## src/sv/mrse_pkg.sv

```systemverilog
// Shared types, constants and helper functions for the modular RPN stack evaluator.
// It has no dependencies. mrse_modmul and modular_rpn_stack_evaluator_top import it.
package mrse_pkg;

    localparam int STACK_DEPTH = 64;
    localparam int PTR_W       = $clog2(STACK_DEPTH + 1);
    localparam int ADDR_W      = $clog2(STACK_DEPTH);
    localparam int VAL_W       = 30;
    localparam int LIT_W       = 38;
    localparam int FUNC_W      = 2;
    localparam int STAT_W      = 2;
    localparam int STEP_W      = $clog2(VAL_W + 1);
    localparam int FOLD_W      = 34;

    localparam logic [VAL_W-1:0] PRIME_MOD = 30'd1000000007;
    // The weight of bit 30 reduced modulo the prime, used to fold literal bits above bit 29.
    localparam logic [VAL_W-1:0] WRAP_MOD  = 30'd73741817;

    typedef enum logic [FUNC_W-1:0] {
        FN_PUSH = 2'd0,
        FN_ADD  = 2'd1,
        FN_SUB  = 2'd2,
        FN_MUL  = 2'd3
    } func_t;

    typedef enum logic [STAT_W-1:0] {
        ST_OK        = 2'd0,
        ST_UNDERFLOW = 2'd1,
        ST_OVERFLOW  = 2'd2
    } status_t;

    // Brings a value below twice the modulus into the range of residues.
    function automatic logic [VAL_W-1:0] mod_fold(input logic [VAL_W:0] x);
        logic [VAL_W:0] d;
        d = x - {1'b0, PRIME_MOD};
        if (x >= {1'b0, PRIME_MOD})
        begin
            return d[VAL_W-1:0];
        end
        return x[VAL_W-1:0];
    endfunction

endpackage

```

## src/sv/mrse_modmul.sv

```systemverilog
// Bit-serial modular multiplier: one bit of the first operand per cycle, MSB first.
// It uses mrse_pkg.
module mrse_modmul (
    input  logic                        clk,
    input  logic                        rst_n,
    input  logic                        start,
    input  logic [mrse_pkg::VAL_W-1:0]  a_in,
    input  logic [mrse_pkg::VAL_W-1:0]  b_in,
    output logic                        done,
    output logic [mrse_pkg::VAL_W-1:0]  result
);
    import mrse_pkg::*;

    logic              busy_reg;
    logic              done_reg;
    logic [STEP_W-1:0] cnt_reg;
    logic [VAL_W-1:0]  acc_reg;
    logic [VAL_W-1:0]  a_reg;
    logic [VAL_W-1:0]  b_reg;

    logic [VAL_W-1:0]  dbl_red;
    logic [VAL_W:0]    sum;
    logic [VAL_W-1:0]  acc_step;

    always_comb
    begin
        dbl_red  = mod_fold({acc_reg, 1'b0});
        sum      = {1'b0, dbl_red} + (a_reg[VAL_W-1] ? {1'b0, b_reg} : {(VAL_W + 1){1'b0}});
        acc_step = mod_fold(sum);
    end

    always_ff @(posedge clk or negedge rst_n)
    begin
        if (!rst_n)
        begin
            busy_reg <= 1'b0;
            done_reg <= 1'b0;
            cnt_reg  <= '0;
        end
        else if (start)
        begin
            busy_reg <= 1'b1;
            done_reg <= 1'b0;
            cnt_reg  <= STEP_W'(VAL_W);
        end
        else if (busy_reg)
        begin
            cnt_reg <= cnt_reg - STEP_W'(1);
            if (cnt_reg == STEP_W'(1))
            begin
                busy_reg <= 1'b0;
                done_reg <= 1'b1;
            end
        end
        else
        begin
            done_reg <= 1'b0;
        end
    end

    always_ff @(posedge clk)
    begin
        if (start)
        begin
            acc_reg <= '0;
            a_reg   <= a_in;
            b_reg   <= b_in;
        end
        else if (busy_reg)
        begin
            acc_reg <= acc_step;
            a_reg   <= {a_reg[VAL_W-2:0], 1'b0};
        end
    end

    assign done   = done_reg;
    assign result = acc_reg;

    // The accumulator stays a proper residue while the unit steps.
    assert property (@(posedge clk) disable iff (!rst_n) busy_reg |-> acc_reg < PRIME_MOD)
        else $error("modmul accumulator out of range");

    // A new operation never starts on top of one in progress.
    assert property (@(posedge clk) disable iff (!rst_n) start |-> !busy_reg)
        else $error("modmul started while busy");

    // A completion always follows a cycle of work.
    assert property (@(posedge clk) disable iff (!rst_n) $rose(done_reg) |-> $past(busy_reg))
        else $error("modmul done without work");

endmodule

```

## src/sv/modular_rpn_stack_evaluator_top.sv

```systemverilog
// Reverse Polish evaluator modulo 1000000007 with a 64-entry stack held in a synchronous RAM.
// One input transaction at a time: an add or subtract passes through S_READ and then S_DONE;
// a push passes through S_FOLD and S_REDUCE, which fold the literal into a residue, then S_DONE;
// a multiply passes through S_READ and waits in S_BUSY for the bit-serial modular multiplier,
// which steps one operand bit per cycle over 30 bits. An underflow or overflow goes straight to
// S_DONE and leaves the stack unchanged. The result register lets a finished result wait while
// the next transaction is accepted. Uses mrse_pkg and mrse_modmul.
module modular_rpn_stack_evaluator_top (
    input  logic                         clk,
    input  logic                         rst_n,
    input  logic                         in_valid,
    output logic                         in_stall,
    input  logic [mrse_pkg::FUNC_W-1:0]  func,
    input  logic signed [mrse_pkg::LIT_W-1:0] literal,
    output logic                         out_valid,
    input  logic                         out_stall,
    output logic [mrse_pkg::VAL_W-1:0]   top_value,
    output logic [mrse_pkg::VAL_W-1:0]   bottom_value,
    output logic [mrse_pkg::PTR_W-1:0]   depth,
    output logic [mrse_pkg::STAT_W-1:0]  status
);
    import mrse_pkg::*;

    typedef enum logic [2:0] {
        S_IDLE,
        S_READ,
        S_FOLD,
        S_REDUCE,
        S_BUSY,
        S_DONE
    } state_t;

    state_t              state_reg, state_next;
    logic [PTR_W-1:0]    sp_reg, sp_next;
    logic [VAL_W-1:0]    top_reg, top_next;
    logic [VAL_W-1:0]    bottom_reg, bottom_next;
    logic [FUNC_W-1:0]   func_reg, func_next;
    logic                neg_reg, neg_next;
    logic [LIT_W-1:0]    mag_reg, mag_next;
    logic [FOLD_W-1:0]   fold_reg, fold_next;
    logic [VAL_W-1:0]    result_reg, result_next;
    status_t             stat_reg, stat_next;
    logic                out_valid_reg, out_valid_next;
    logic [VAL_W-1:0]    out_top_reg, out_top_next;
    logic [VAL_W-1:0]    out_bottom_reg, out_bottom_next;
    logic [PTR_W-1:0]    out_depth_reg, out_depth_next;
    logic [STAT_W-1:0]   out_status_reg, out_status_next;

    logic [VAL_W-1:0]    stack_mem [STACK_DEPTH];
    logic [VAL_W-1:0]    rd_data_reg;
    logic                mem_we;
    logic                mem_re;
    logic [ADDR_W-1:0]   mem_waddr;
    logic [ADDR_W-1:0]   mem_raddr;

    logic [PTR_W-1:0]    sp_minus1;
    logic [PTR_W-1:0]    sp_minus2;
    logic [LIT_W-1:0]    lit_bits;
    logic [LIT_W-1:0]    lit_mag;
    logic [FOLD_W-1:0]   fold_wide;
    logic [VAL_W:0]      fold_narrow;
    logic [VAL_W-1:0]    red_val;
    logic                mm_start;
    logic [VAL_W-1:0]    mm_a;
    logic [VAL_W-1:0]    mm_b;
    logic                mm_done;
    logic [VAL_W-1:0]    mm_result;

    mrse_modmul u_modmul (
        .clk    (clk),
        .rst_n  (rst_n),
        .start  (mm_start),
        .a_in   (mm_a),
        .b_in   (mm_b),
        .done   (mm_done),
        .result (mm_result)
    );

    assign in_stall = (state_reg != S_IDLE);

    always_comb
    begin
        sp_minus1   = sp_reg - PTR_W'(1);
        sp_minus2   = sp_reg - PTR_W'(2);
        lit_bits    = literal;
        lit_mag     = lit_bits[LIT_W-1] ? (LIT_W'(0) - lit_bits) : lit_bits;
        fold_wide   = FOLD_W'(mag_reg[LIT_W-1:VAL_W]) * FOLD_W'(WRAP_MOD)
                      + FOLD_W'(mag_reg[VAL_W-1:0]);
        fold_narrow = (VAL_W + 1)'(fold_reg[FOLD_W-1:VAL_W]) * (VAL_W + 1)'(WRAP_MOD)
                      + {1'b0, fold_reg[VAL_W-1:0]};
        red_val     = mod_fold(fold_narrow);

        state_next      = state_reg;
        sp_next         = sp_reg;
        top_next        = top_reg;
        bottom_next     = bottom_reg;
        func_next       = func_reg;
        neg_next        = neg_reg;
        mag_next        = mag_reg;
        fold_next       = fold_reg;
        result_next     = result_reg;
        stat_next       = stat_reg;
        out_valid_next  = out_valid_reg && out_stall;
        out_top_next    = out_top_reg;
        out_bottom_next = out_bottom_reg;
        out_depth_next  = out_depth_reg;
        out_status_next = out_status_reg;
        mem_we          = 1'b0;
        mem_re          = 1'b0;
        mem_waddr       = sp_reg[ADDR_W-1:0];
        mem_raddr       = sp_minus2[ADDR_W-1:0];
        mm_start        = 1'b0;
        mm_a            = top_reg;
        mm_b            = rd_data_reg;

        case (state_reg)
            S_IDLE:
            begin
                if (in_valid)
                begin
                    func_next = func;
                    neg_next  = lit_bits[LIT_W-1];
                    if (func == FN_PUSH)
                    begin
                        if (sp_reg >= PTR_W'(STACK_DEPTH))
                        begin
                            stat_next  = ST_OVERFLOW;
                            state_next = S_DONE;
                        end
                        else
                        begin
                            stat_next  = ST_OK;
                            mag_next   = lit_mag;
                            state_next = S_FOLD;
                        end
                    end
                    else if (sp_reg < PTR_W'(2))
                    begin
                        stat_next  = ST_UNDERFLOW;
                        state_next = S_DONE;
                    end
                    else
                    begin
                        stat_next  = ST_OK;
                        mem_re     = 1'b1;
                        state_next = S_READ;
                    end
                end
            end
            S_READ:
            begin
                case (func_reg)
                    FN_ADD:
                    begin
                        result_next = mod_fold({1'b0, top_reg} + {1'b0, rd_data_reg});
                        state_next  = S_DONE;
                    end
                    FN_SUB:
                    begin
                        result_next = mod_fold({1'b0, rd_data_reg} + {1'b0, PRIME_MOD}
                                               - {1'b0, top_reg});
                        state_next  = S_DONE;
                    end
                    default:
                    begin
                        mm_start   = 1'b1;
                        state_next = S_BUSY;
                    end
                endcase
            end
            S_FOLD:
            begin
                fold_next  = fold_wide;
                state_next = S_REDUCE;
            end
            S_REDUCE:
            begin
                if (neg_reg && red_val != '0)
                begin
                    result_next = PRIME_MOD - red_val;
                end
                else
                begin
                    result_next = red_val;
                end
                state_next = S_DONE;
            end
            S_BUSY:
            begin
                if (mm_done)
                begin
                    result_next = mm_result;
                    state_next  = S_DONE;
                end
            end
            S_DONE:
            begin
                if (!out_valid_reg || !out_stall)
                begin
                    if (stat_reg == ST_OK)
                    begin
                        mem_we   = 1'b1;
                        top_next = result_reg;
                        if (func_reg == FN_PUSH)
                        begin
                            mem_waddr = sp_reg[ADDR_W-1:0];
                            sp_next   = sp_reg + PTR_W'(1);
                            if (sp_reg == '0)
                            begin
                                bottom_next = result_reg;
                            end
                        end
                        else
                        begin
                            mem_waddr = sp_minus2[ADDR_W-1:0];
                            sp_next   = sp_minus1;
                            if (sp_reg == PTR_W'(2))
                            begin
                                bottom_next = result_reg;
                            end
                        end
                    end
                    out_valid_next  = 1'b1;
                    out_top_next    = (sp_next == '0) ? '0 : top_next;
                    out_bottom_next = (sp_next == '0) ? '0 : bottom_next;
                    out_depth_next  = sp_next;
                    out_status_next = stat_reg;
                    state_next      = S_IDLE;
                end
            end
            default:
            begin
                state_next = S_IDLE;
            end
        endcase
    end

    always_ff @(posedge clk or negedge rst_n)
    begin
        if (!rst_n)
        begin
            state_reg      <= S_IDLE;
            sp_reg         <= '0;
            top_reg        <= '0;
            bottom_reg     <= '0;
            func_reg       <= '0;
            neg_reg        <= 1'b0;
            mag_reg        <= '0;
            fold_reg       <= '0;
            result_reg     <= '0;
            stat_reg       <= ST_OK;
            out_valid_reg  <= 1'b0;
            out_top_reg    <= '0;
            out_bottom_reg <= '0;
            out_depth_reg  <= '0;
            out_status_reg <= '0;
        end
        else
        begin
            state_reg      <= state_next;
            sp_reg         <= sp_next;
            top_reg        <= top_next;
            bottom_reg     <= bottom_next;
            func_reg       <= func_next;
            neg_reg        <= neg_next;
            mag_reg        <= mag_next;
            fold_reg       <= fold_next;
            result_reg     <= result_next;
            stat_reg       <= stat_next;
            out_valid_reg  <= out_valid_next;
            out_top_reg    <= out_top_next;
            out_bottom_reg <= out_bottom_next;
            out_depth_reg  <= out_depth_next;
            out_status_reg <= out_status_next;
        end
    end

    always_ff @(posedge clk)
    begin
        if (mem_we)
        begin
            stack_mem[mem_waddr] <= result_reg;
        end
        if (mem_re)
        begin
            rd_data_reg <= stack_mem[mem_raddr];
        end
    end

    assign out_valid    = out_valid_reg;
    assign top_value    = out_top_reg;
    assign bottom_value = out_bottom_reg;
    assign depth        = out_depth_reg;
    assign status       = out_status_reg;

    // The stack pointer never runs past the stack.
    assert property (@(posedge clk) disable iff (!rst_n) sp_reg <= PTR_W'(STACK_DEPTH))
        else $error("stack pointer beyond stack depth");

    // A successful transaction always leaves at least one entry.
    assert property (@(posedge clk) disable iff (!rst_n)
        out_valid_reg && out_status_reg == ST_OK |-> out_depth_reg != '0)
        else $error("successful result with an empty stack");

    // The cached top and bottom entries are proper residues.
    assert property (@(posedge clk) disable iff (!rst_n)
        sp_reg != '0 |-> top_reg < PRIME_MOD && bottom_reg < PRIME_MOD)
        else $error("cached stack entry out of range");

    // The multiplier only finishes while the sequencer waits for it.
    assert property (@(posedge clk) disable iff (!rst_n) mm_done |-> state_reg == S_BUSY)
        else $error("multiplier finished outside the busy state");

endmodule

```

## config.mk

```make
export PLATFORM = sky130hd
export DESIGN_NAME = modular_rpn_stack_evaluator_top
export DESIGN_NICKNAME = d
export VERILOG_FILES = /design/src/sv/mrse_pkg.sv /design/src/sv/mrse_modmul.sv /design/src/sv/modular_rpn_stack_evaluator_top.sv
export SDC_FILE = /design/constraint.sdc
export NUM_CORES = 2
export LEC_CHECK = 0
export ABC_AREA = 1
export ABC_CLOCK_PERIOD_IN_PS = 5490
export BUFFER_PORTS_ARGS = -buffer_cell sky130_fd_sc_hd__buf_2
export CORE_MARGIN = 1
export CORE_UTILIZATION = 44
export DETAILED_ROUTE_END_ITERATION = 7
export PLACE_DENSITY = 0.72
export SETUP_SLACK_MARGIN = 0.5
export SLEW_MARGIN = 20
export SYNTH_ARGS = -nofsm -noshare
export SYNTH_HDL_FRONTEND = slang
export SYNTH_HIERARCHICAL = 1
export SYNTH_SLANG_ARGS = --single-unit
export TNS_END_PERCENT = 5
```

## constraint.sdc

```tcl
create_clock -name clk -period 5.49 [get_ports clk]
set_input_delay 1.098 -clock clk [delete_from_list [all_inputs] [get_ports clk]]
set_output_delay 1.098 -clock clk [all_outputs]
set_load 0.05 [all_outputs]
```

==> summary.txt <==
Outcome
  • Status: complete, but fails checks
  • Failing checks: negative setup slack

CTS
  • CTS max path bufs: 3
  • Clock Sink Count: between 2000 and 2500
  • Root buffer cell: clkbuf_16
  • Clock Latency Late Sink: 0.91 ns
  • Clock transition at path regs: 0.06 ns
  • Total clock buffers created by CTS: about 220
  • TritonCTS clock tree: built
  • H-tree depth: 4

Job
  • Max_cap viols: 0

GRT
  • GRT Overall Usage: 0.269
  • Vias in the first global route: between 80000 and 90000
  • Initial antenna violation count: 23
  • Gr ovfl total: 0
  • Maximum number of pins on one net before global-route repair: about 160
  • First-pass GRT wire length: 522 mm

Floorplanning
  • Die Wd: 508 um
  • Initial Util: 0.443
  • FP Rows: 185
  • Io pins: approximately 120
  • Core Box Area: between 0.2 and 0.3 mm2
  • Die area: around 0.26 mm2
  • Die height: ~500 um

Setup path
  • Buf/Inv on CP: 6
  • Worst Path Required: slightly above 6 ns
  • Cell count along the critical path: 36
  • Worst r2r path cells: 36
  • Setup CP Type: flip-flop to flip-flop
  • Crit path max fanout: 30
  • Max incr delay on CP: 0.63 ns
  • R2r setup slk: -0.14 ns
  • CP most frequent cell: nand2_1
  • Worst R2R End: result_reg[28]
  • Reg-to-Reg Start: fold_reg[32]
  • Worst-path cell with the longest stage delay: fa_2
  • Delay-heaviest family, CP: simple AND/OR/NAND/NOR gates
  • Crit end category: flip-flop
  • Worst Setup Start Kind: flip-flop
  • WP data arrival: 6.31 ns

Timing
  • Clock skew: 0.119 ns
  • Final worst-path setup slack: -0.137 ns
  • Setup TNS Final: -2.16 ns
  • Slew @ Worst Pin: ~1.2 ns
  • Period utilization: 1.02
  • Fmax: roughly 180 MHz
  • # setup viols final: 29
  • Hold Slack: around 0.27 ns
  • Minimum clock period: about 5.6 ns
  • Fin. max-slew vios: 0
  • Final hold vios: 0
  • RSZ-0062 raised after global routing: yes
  • Slew headroom: 0.218

Finish
  • Final design area excluding fillers: ~0.13 mm2
  • Area growth, synth to finish: 15.3%
  • Final Util: 0.511
  • Max reg flops: 1920
  • Multi-input gate area: just over 0.04 mm2
  • Reg area: between 0.06 and 0.07 mm2
  • Layout Cells excl Fill: around 15000
  • FILL cells: between 20000 and 25000
  • Final layout net count: roughly 12000
  • Share of cells above drive strength 1: 0.131

Logic synthesis
  • Most frequent cell after synthesis: edfxtp_1
  • Post-Synthesis Cell Area: roughly 0.11 mm2
  • Syn Nets: 11900
  • Post-synth EDFFs: ~2000
  • Post-synthesis cell type count: between 60 and 70
  • Synth area leader: edfxtp_1
  • Largest cells by area after synthesis: edfxtp_1 54%, o21ai_0 7.2%, nand2_1 6.5%
  • Async S/R FF share, synth: 0.108
  • Synth Instances: roughly 11000
  • Ys flop type: edfxtp_1
  • Yosys reg bits: between 2000 and 2500
  • Synth top area share: 0.536
  • Post-Syn Area per Cell: ~9.9 um2
  • Yosys Warn Count: 6
  • Sequential share of the synthesized area: 0.596
  • Top post-synthesis cells by count: 2010 x edfxtp_1, 1937 x nand2_1, 1761 x nor2_1

Place
  • Dpl cells: between 10000 and 15000
  • Setup WS pre-CTS: -0.206 ns
  • Port Buffer Count: ~110
  • Final HPWL DP: 229 mm
  • GPL Wtd Cong: ~1.0
  • Post-DP Area: around 0.12 mm2

Power and ir drop
  • Comb pwr share: 0.004
  • Worst vdd ir: approximately 0.00032 V
  • Sw frac: 0.199
  • Leak pwr: 54.3 nW
  • Sequential cell fraction of total power: 0.540
  • P_int: between 20 and 30 mW
  • Power per cell area: about 270 mW/mm2
  • Total power: 34.5 mW
  • Net Sw Power: between 6 and 7 mW
  • Clock power share: 0.456

Detailed routing
  • Vias/cell: between 5 and 6
  • DR vias: roughly 88000
  • ANT nets after route: 0
  • Highest metal used: met5
  • M1 wire length: 139 mm
  • DRT Wirelength: between 300 and 400 mm
  • WL/cell: 23.1 um
  • WL met3: 36.8 mm
  • Drt initial violations: approximately 11000
  • Met2 WL: approximately 160 mm
  • # DRC: 0
  • Detailed Routing Iterations Pass 1: 7

Hold path
  • Worst hold path type: primary input to asynchronous set/reset pin
## per-layer routing
| layer | global-route usage | up-vias |
|---|---|---|
| met1 | 0.363 | 42200 |
| met5 | 0 | - |
| li1 | - | 40300 |
| met3 | 0.0522 | 813 |
| met2 | 0.415 | 4794 |
| met4 | 0.133 | 16 |
## layout make-up
class                      count  area share
timing repair buffer         669      0.0429
clock inverter               130      0.0122
inverter                     972      0.0283
antenna                       10    0.000193
sequential                  2287       0.518
multi-input combinational   7623       0.320
clock buffer                 293      0.0462
tap                         3366      0.0325
## worst max-delay path by stage
stage                             from              to  slack [ns]
after detailed placement  fold_reg[32]  result_reg[29]       -0.21
after CTS                 fold_reg[33]  result_reg[28]       -0.02
after global routing      fold_reg[32]  result_reg[28]       -0.48
after floorplan           fold_reg[32]  result_reg[17]        0.25
final                     fold_reg[32]  result_reg[28]       -0.14
after global placement    fold_reg[32]  result_reg[14]       -0.13
## cells in the final DEF, fill, tap and decap left out, types with 16 or more instances in the layout
cell       netlist  final
clkbuf_1       490     57
nand3_2         10     23
nand2_1       1937   1825
nor2_4           5     99
nor3_1          51     49
o211ai_1        38     38
buf_4            9    485
o21ai_1         21     37
nor2_1        1761   1631
dfrtp_1        247    213
nor2_2          30     66
nand4_1         90     90
inv_2           43     54
ha_2             0     16
o221ai_1        55     55
fa_1           108    104
o22ai_1        551    551
inv_1          926    910
or2_2           34     34
clkinv_2         0     38
nand3b_1        17     17
ha_1           290    261
a21oi_1        239    218
nand2_4          2     17
buf_12           0     60
a21o_1          17     17
xnor2_1         51     46
nand3_1        439    418
buf_2           17    113
o21ai_0       1626   1601
bufinv_16        0     26
dfrtp_2          0     32
a21oi_2          4     20
nand2_2         34    131
dfxtp_1         30     28
clkbuf_16        0    226
xor2_1         107    103
clkinv_1         3     37
edfxtp_1      2010   2010
## cells by family after synthesis
kind of cell,synth area share
AOI/OAI and AO/OA,0.128
and+or+nand+nor,0.160
adders and majority gates,0.0514
xor gates and xnor gates,0.0124
buffers and inverters,0.0518
DFF,0.596
## what timing repair did
action | CTS | global route
hold buffers | 0 | 0
endpoints found under the setup margin | 63 | 74
hold endpoints to repair | 0 | 0
gates cloned | 2 | 1
buffers inserted | 13 | 7
pin swaps | 44 | 76
gates resized for setup | 120 | 222
## power by group through the flow
stage                     Clock [mW]  Combinational [mW]  Sequential (mW)
after floorplan                    0              0.0391             19.0
after global placement             0               0.123             19.0
after detailed placement           0               0.123             19.0
after CTS                       15.8               0.125             18.7
after global routing            16.5               0.138             18.6
final                           15.8               0.123             18.7
Power figures use the tool's default switching activity.
